`src/i32asmd_pkg.sv`:
```
package i32asmd_pkg;

   localparam int WORD_W = 32;
   // One guard bit for the shifted remainder and one for the borrow
   localparam int ADD_W  = WORD_W + 2;
   localparam int CNT_W  = $clog2(WORD_W);

   typedef enum logic [1:0] {
      OPC_ADD = 2'd0,
      OPC_SUB = 2'd1,
      OPC_MUL = 2'd2,
      OPC_DIV = 2'd3
   } opcode_type;

endpackage

```
`src/int32_add_sub_mul_div_unit.sv`:
```
// Add and subtract strobe the result from ST_ALU; multiply from the last step of ST_MUL;
// divide from ST_SIGN after ST_MAG_A, ST_MAG_B and ST_DIV; divide by zero from idle.
// Throughput: one request at a time; busy stays high until the result strobe,
// and a new request may be taken in the cycle the result is strobed.
// The 32-step loops of multiply and divide on the one shared adder set the rate.
// Synchronous active-high reset returns to idle with no strobe; the receiver cannot stall.
module int32_add_sub_mul_div_unit (
   input  logic        clock,
   input  logic        reset,
   input  logic        start,
   output logic        busy,
   input  logic [1:0]  req_opcode,
   input  logic [31:0] req_operand_a,
   input  logic [31:0] req_operand_b,
   output logic        rsp_valid,
   output logic [31:0] rsp_result_value,
   output logic        rsp_divide_by_zero
);

   localparam int W  = i32asmd_pkg::WORD_W;
   localparam int AW = i32asmd_pkg::ADD_W;
   localparam int CW = i32asmd_pkg::CNT_W;

   typedef enum logic [2:0] {
      ST_IDLE,
      ST_ALU,
      ST_MAG_A,
      ST_MAG_B,
      ST_MUL,
      ST_DIV,
      ST_SIGN
   } state_type;

   state_type            state_ff;
   logic [W-1:0]         x_ff;     // addend, multiplicand, dividend then quotient
   logic [W-1:0]         y_ff;     // second operand, multiplier, divisor
   logic [W-1:0]         acc_ff;   // product accumulator or partial remainder
   logic                 sub_ff;   // subtract for the ST_ALU path
   logic                 neg_ff;   // quotient sign
   logic [CW-1:0]        cnt_ff;
   logic                 rsp_valid_ff;
   logic [W-1:0]         rsp_value_ff;
   logic                 rsp_dz_ff;

   logic [AW-1:0]        add_x;
   logic [AW-1:0]        add_y;
   logic                 add_sub;
   logic [AW-1:0]        add_sum;
   logic [W:0]           rem_shift;
   logic                 div_fits;
   i32asmd_pkg::opcode_type req_op;

   assign req_op    = i32asmd_pkg::opcode_type'(req_opcode);
   // Bring the next dividend bit into the partial remainder
   assign rem_shift = {acc_ff, x_ff[W-1]};
   // No borrow from the trial subtraction: divisor fits
   assign div_fits  = ~add_sum[AW-1];

   // Operand selection for the shared adder
   always_comb begin
      add_x   = '0;
      add_y   = '0;
      add_sub = 1'b0;
      unique case (state_ff)
         ST_ALU: begin
            add_x   = {2'b00, x_ff};
            add_y   = {2'b00, y_ff};
            add_sub = sub_ff;
         end
         ST_MAG_A: begin
            add_y   = {2'b00, x_ff};
            add_sub = 1'b1;
         end
         ST_MAG_B: begin
            add_y   = {2'b00, y_ff};
            add_sub = 1'b1;
         end
         ST_MUL: begin
            add_x   = {2'b00, acc_ff};
            add_y   = y_ff[0] ? {2'b00, x_ff} : '0;
         end
         ST_DIV: begin
            add_x   = {1'b0, rem_shift};
            add_y   = {2'b00, y_ff};
            add_sub = 1'b1;
         end
         ST_SIGN: begin
            add_y   = {2'b00, x_ff};
            add_sub = 1'b1;
         end
         default: begin
            add_sub = 1'b0;
         end
      endcase
   end

   i32asmd_addsub u_addsub (
      .op_x (add_x),
      .op_y (add_y),
      .sub  (add_sub),
      .sum  (add_sum)
   );

   always_ff @(posedge clock) begin
      if (reset) begin
         state_ff     <= ST_IDLE;
         cnt_ff       <= '0;
         rsp_valid_ff <= 1'b0;
      end else begin
         // Strobe lasts one cycle only
         rsp_valid_ff <= 1'b0;
         unique case (state_ff)
            ST_IDLE: begin
               if (start) begin
                  x_ff   <= req_operand_a;
                  y_ff   <= req_operand_b;
                  acc_ff <= '0;
                  cnt_ff <= '0;
                  sub_ff <= (req_op == i32asmd_pkg::OPC_SUB);
                  neg_ff <= req_operand_a[W-1] ^ req_operand_b[W-1];
                  unique case (req_op)
                     i32asmd_pkg::OPC_ADD,
                     i32asmd_pkg::OPC_SUB: state_ff <= ST_ALU;
                     i32asmd_pkg::OPC_MUL: state_ff <= ST_MUL;
                     i32asmd_pkg::OPC_DIV: begin
                        if (req_operand_b == '0) begin
                           // Divide by zero: answer at once with zero and the flag
                           rsp_valid_ff <= 1'b1;
                           rsp_value_ff <= '0;
                           rsp_dz_ff    <= 1'b1;
                        end else begin
                           state_ff <= ST_MAG_A;
                        end
                     end
                     default: state_ff <= ST_IDLE;
                  endcase
               end
            end
            ST_ALU: begin
               rsp_valid_ff <= 1'b1;
               rsp_value_ff <= add_sum[W-1:0];
               rsp_dz_ff    <= 1'b0;
               state_ff     <= ST_IDLE;
            end
            ST_MAG_A: begin
               // Take the dividend magnitude; the most negative value gives 2^31
               if (x_ff[W-1]) begin
                  x_ff <= add_sum[W-1:0];
               end
               state_ff <= ST_MAG_B;
            end
            ST_MAG_B: begin
               if (y_ff[W-1]) begin
                  y_ff <= add_sum[W-1:0];
               end
               state_ff <= ST_DIV;
            end
            ST_MUL: begin
               // Add the shifted multiplicand where the multiplier bit is set
               acc_ff <= add_sum[W-1:0];
               x_ff   <= {x_ff[W-2:0], 1'b0};
               y_ff   <= {1'b0, y_ff[W-1:1]};
               cnt_ff <= cnt_ff + 1'b1;
               if (cnt_ff == CW'(W - 1)) begin
                  rsp_valid_ff <= 1'b1;
                  rsp_value_ff <= add_sum[W-1:0];
                  rsp_dz_ff    <= 1'b0;
                  state_ff     <= ST_IDLE;
               end
            end
            ST_DIV: begin
               // Restore the remainder when the trial subtraction borrows
               acc_ff <= div_fits ? add_sum[W-1:0] : rem_shift[W-1:0];
               x_ff   <= {x_ff[W-2:0], div_fits};
               cnt_ff <= cnt_ff + 1'b1;
               if (cnt_ff == CW'(W - 1)) begin
                  state_ff <= ST_SIGN;
               end
            end
            ST_SIGN: begin
               rsp_valid_ff <= 1'b1;
               rsp_value_ff <= neg_ff ? add_sum[W-1:0] : x_ff;
               rsp_dz_ff    <= 1'b0;
               state_ff     <= ST_IDLE;
            end
            default: begin
               state_ff <= ST_IDLE;
            end
         endcase
      end
   end

   assign busy               = (state_ff != ST_IDLE);
   assign rsp_valid          = rsp_valid_ff;
   assign rsp_result_value   = rsp_value_ff;
   assign rsp_divide_by_zero = rsp_dz_ff;

endmodule

```
`src/i32asmd_addsub.sv`:
```
module i32asmd_addsub (
   input  logic [i32asmd_pkg::ADD_W-1:0] op_x,
   input  logic [i32asmd_pkg::ADD_W-1:0] op_y,
   input  logic                          sub,
   output logic [i32asmd_pkg::ADD_W-1:0] sum
);

   logic [i32asmd_pkg::ADD_W-1:0] y_eff;

   // Subtract as x + ~y + 1
   assign y_eff = sub ? ~op_y : op_y;
   assign sum   = op_x + y_eff + {{(i32asmd_pkg::ADD_W-1){1'b0}}, sub};

endmodule
```
`config.mk`:
```
export PLATFORM = sky130hd
export DESIGN_NAME = int32_add_sub_mul_div_unit
export DESIGN_NICKNAME = d
export VERILOG_FILES = /design/src/i32asmd_pkg.sv /design/src/int32_add_sub_mul_div_unit.sv /design/src/i32asmd_addsub.sv
export SDC_FILE = /design/constraint.sdc
export NUM_CORES = 1
export LEC_CHECK = 0
export BUFFER_PORTS_ARGS = -buffer_cell sky130_fd_sc_hd__buf_4
export CORE_ASPECT_RATIO = 0.9
export CORE_UTILIZATION = 65
export CTS_BUF_LIST = sky130_fd_sc_hd__clkbuf_16
export DETAILED_ROUTE_END_ITERATION = 8
export GPL_ROUTABILITY_DRIVEN = 0
export PLACE_DENSITY = 0.91
export SLEW_MARGIN = 20
export SYNTH_ARGS = -nofsm -noshare
export SYNTH_HDL_FRONTEND = slang
export SYNTH_SLANG_ARGS = --single-unit
```
`constraint.sdc`:
```
create_clock -name clock -period 10.75 [get_ports clock]
set_input_delay 1.6125 -clock clock [delete_from_list [all_inputs] [get_ports clock]]
set_output_delay 1.6125 -clock clock [all_outputs]
set_load 0.1 [all_outputs]
```
==> impl_metrics.toml <==
[status]
status = "finished clean"

[global_route]
grt_pass1_wl_mm = 50.0
overflow = 0
first_global_vias = 9451
antenna_found_initial = 0
grtUsageTotal_pct = 40.5
grt_max_degree = 67

[yosys]
yosysWarnings = 0
syn_area_per_cell_um2 = 9.18
synth_top_area_share_pct = 38.7
async_flop_share_pct = 0
syn_area_um2 = 10200
synth_fp_nets = 1212
synth_most_common_cell = "edfxtp_1"
seq_area_frac_synth_pct = 40.4
synthXorXnorAreaFrac_pct = 4.74
synth_top_family_by_area = "compound AO/OA/AOI/OAI gates"
synth_compound_area_share_pct = 27.2
syn-instance-count = 1108
synthSimpleGateAreaFrac_pct = 13.6
synth_edf_count = 131
ys_types = 71
synthAdderAreaFrac_pct = 4.38
synth_area_leaders = "edfxtp_1, a22oi_1, nor2_1"
yosys-top-cells-count = "edfxtp_1, nor2_1, a22oi_1"
yosysTopAreaCell = "edfxtp_1"
synth_ff_type = "edfxtp_1"
muxShareOfSynthArea_pct = 4.02
ys_ff_latch = 140

[finish]
fill_cells = 1025
diodes = 0
final_nets = 1269
finalInstanceArea_um2 = 11600
area_delta_synth_final_pct = 14.5
multi_input_area_um2 = 5560
seq_area_um2 = 4120
layoutNonFillerInstCount = 1380
drive_gt1_share_pct = 17.8

[route]
vias = 10074
drtIter0Drc = 1789
drtPass1Iterations = 7
drc = 0
post_drt_wl_per_cell_um = 23.4
finalWirelength_mm = 32.2
vias_per_cell = 7.30
postRouteAntennaNets = 0

[hold_path]
hp-start = "cnt_ff[4]"
hp-class = "flop to flop"
whs_path_depth = 2
holdPathEnd = "cnt_ff[4]"

[floorplan]
initial_core_util_pct = 66.3
rows = 43
die_x_um = 134
dieArea_um2 = 16200
pin_count = 104
dieHeight_um = 121
core-area_um2 = 15300

[sta]
finalSetupViolCount = 0
hold_viol = 0
layout_min_cycle_time_ps = 6360
rsz0062_at_grt = "no"
clock_skew_ps = 8.84
fin_crit_sh_pct = 59.2
worst_slew_pin_slew_ps = 1070
fin_ws_ps = 4390
final_max_slew_viol_count = 0
clock.fmax_mhz = 157
max_slew_margin_pct = 26.6
final.setup.tns_ps = 0

[clock_network]
post_cts_buffers = 0
cts_buffer_depth = 2
cts-root-buf = "clkbuf_16"
hold_buffers = 0
cts_tree = "done"
cts.htree.levels = 4
post_cts_resize_count = 0
cts_made_buffers = 17
path_clk_slew_ps = 60
clk_latency_ps = 450
clock-sinks = 140

[setup_path]
cp_max_fo = 35
crit_path_start_kind = "flop"
r2r-end = "acc_ff[28]"
critPathRequiredTime_ps = 11000
r2r_cells = 15
crit_arrival_ps = 6620
path_cells = "clkinv_1, nor2_2, buf_4, a22oi_1, nor2_1, ha_1, a21oi_1, o21ai_0, a21o_1, a21o_1, o31a_1, nor2_1, o211a_1, nor2_1, a211oi_1"
r2r_start = "state_ff[0]"
path_class = "flop to flop"
r2r_slack_ps = 4390
max_stage_delay_ps = 890
cp_common_cell = "nor2_1"
slowest_stage = "o211a_1"
worst_setup_path_end_kind = "flop"

[placement]
dp.cells = 1348
port-buffer-count = 103
hpwl_mm = 21.0
dpl_cell_area_um2 = 11100
place_ws_ps = 4810

[power]
power_density_nw_per_um2 = 164
power_uw = 1900
ir_worst_vdd_uv = 125
leakage_uw = 0.00458

[flow_run]
drv_cap = 0
[layout make-up]
class                           instances  share of cell area [%]
Clock buffer                           20                    4.30
Multi-Input combinational cell        825                    47.7
Inverter                               59                    1.90
Clock inverter                         12                   0.687
Tap cell                              202                    2.17
Sequential cell                       140                    35.3
Timing Repair Buffer                  122                    7.86
[worst max-delay path: cells and delay by family (launching register included)]
kind	cells	cell delay, ps
DFF	1	790
adders and majority gates	1	280
buffers and inverters	2	950
AOI/OAI and AO/OA	8	2640
and+or+nand+nor	4	1510
[worst max-delay path by stage]
stage                startpoint          to  slack, ps  cells past startpoint
floorplan                 reset     x_ff[0]       6390                      4
global placement    state_ff[0]  acc_ff[26]       5070                     15
detailed placement  state_ff[0]  acc_ff[28]       4810                     15
CTS                 state_ff[0]  acc_ff[28]       4830                     15
global route        state_ff[0]   acc_ff[1]       3970                     15
finish              state_ff[0]  acc_ff[28]       4390                     15
[report_power, final]
group          switching [µW]  internal [µW]  leakage, µW
combinational             422            207      0.00296
clock                     248            336     0.000294
sequential               37.3            654      0.00132
total                     708           1200      0.00458
[kinds of logic (layout without fill, tap and decap cells)]
group	Yosys count	after routing
XOR/XNOR	55	55
adder cells (fa/ha/maj)	35	35
multiplexers	37	37
AND/OR/NAND/NOR	298	298
AO/OA/AOI/OAI	400	400
buffers and inverters	143	213
flip-flops	140	140
[per-layer routing]
| layer | track usage, % | share of wire (%) | up-vias |
|---|---|---|---|
| met5 | 0 | 0 | - |
| met4 | 25.3 | 5.6 | 0 |
| met3 | 10.1 | 14 | 152 |
| met2 | 63.1 | 45 | 889 |
| met1 | 50.6 | 35 | 4660 |
| li1 | - | - | 4373 |
[state kept, by name (all words and copies together), names as in the netlist, 3 cells and up]
signal	flops
acc_ff	32
cnt_ff	5
rsp_result_value	32
state_ff	3
x_ff	32
y_ff	32
[layout by cell type, fill, tap and decap left out, drive strengths merged, types with 3 or more instances in the layout]
cell     Yosys  final
a22oi       95     95
a21o        14     14
xnor2       14     14
o211ai       3      3
ha          34     34
nand4        9      9
o2111ai      3      3
and2         4      4
buf         26    122
nor4        10     10
mux2i        6      6
nor2       125    125
o21bai       5      5
o31ai        5      5
a221o        5      5
o21a        12     12
dfxtp        9      9
o22ai        3      3
a222oi      37     37
a21boi       5      5
or3          8      8
mux2        31     31
clkbuf      58     20
a211oi      12     12
inv         58     62
a22o        11     11
a31oi        4      4
nand2b      12     12
xor2        41     41
or4          3      3
nand3       40     40
or2          3      3
nand2       55     55
clkinv       1      9
and3         8      8
a21oi       90     90
nor3        13     13
edfxtp     131    131
o21ai       77     77
[metrics by stage]
| stage | util [%] | hold WS, ps |
|---|---|---|
| after floorplan | - | 462 |
| after global routing | 76.0 | 551 |
| final | 76.0 | 517 |
| after CTS | 75.9 | 521 |
| after detailed placement | 72.1 | 499 |
| after global placement | 72.1 | 477 |
(Power assumes the default switching activity.)
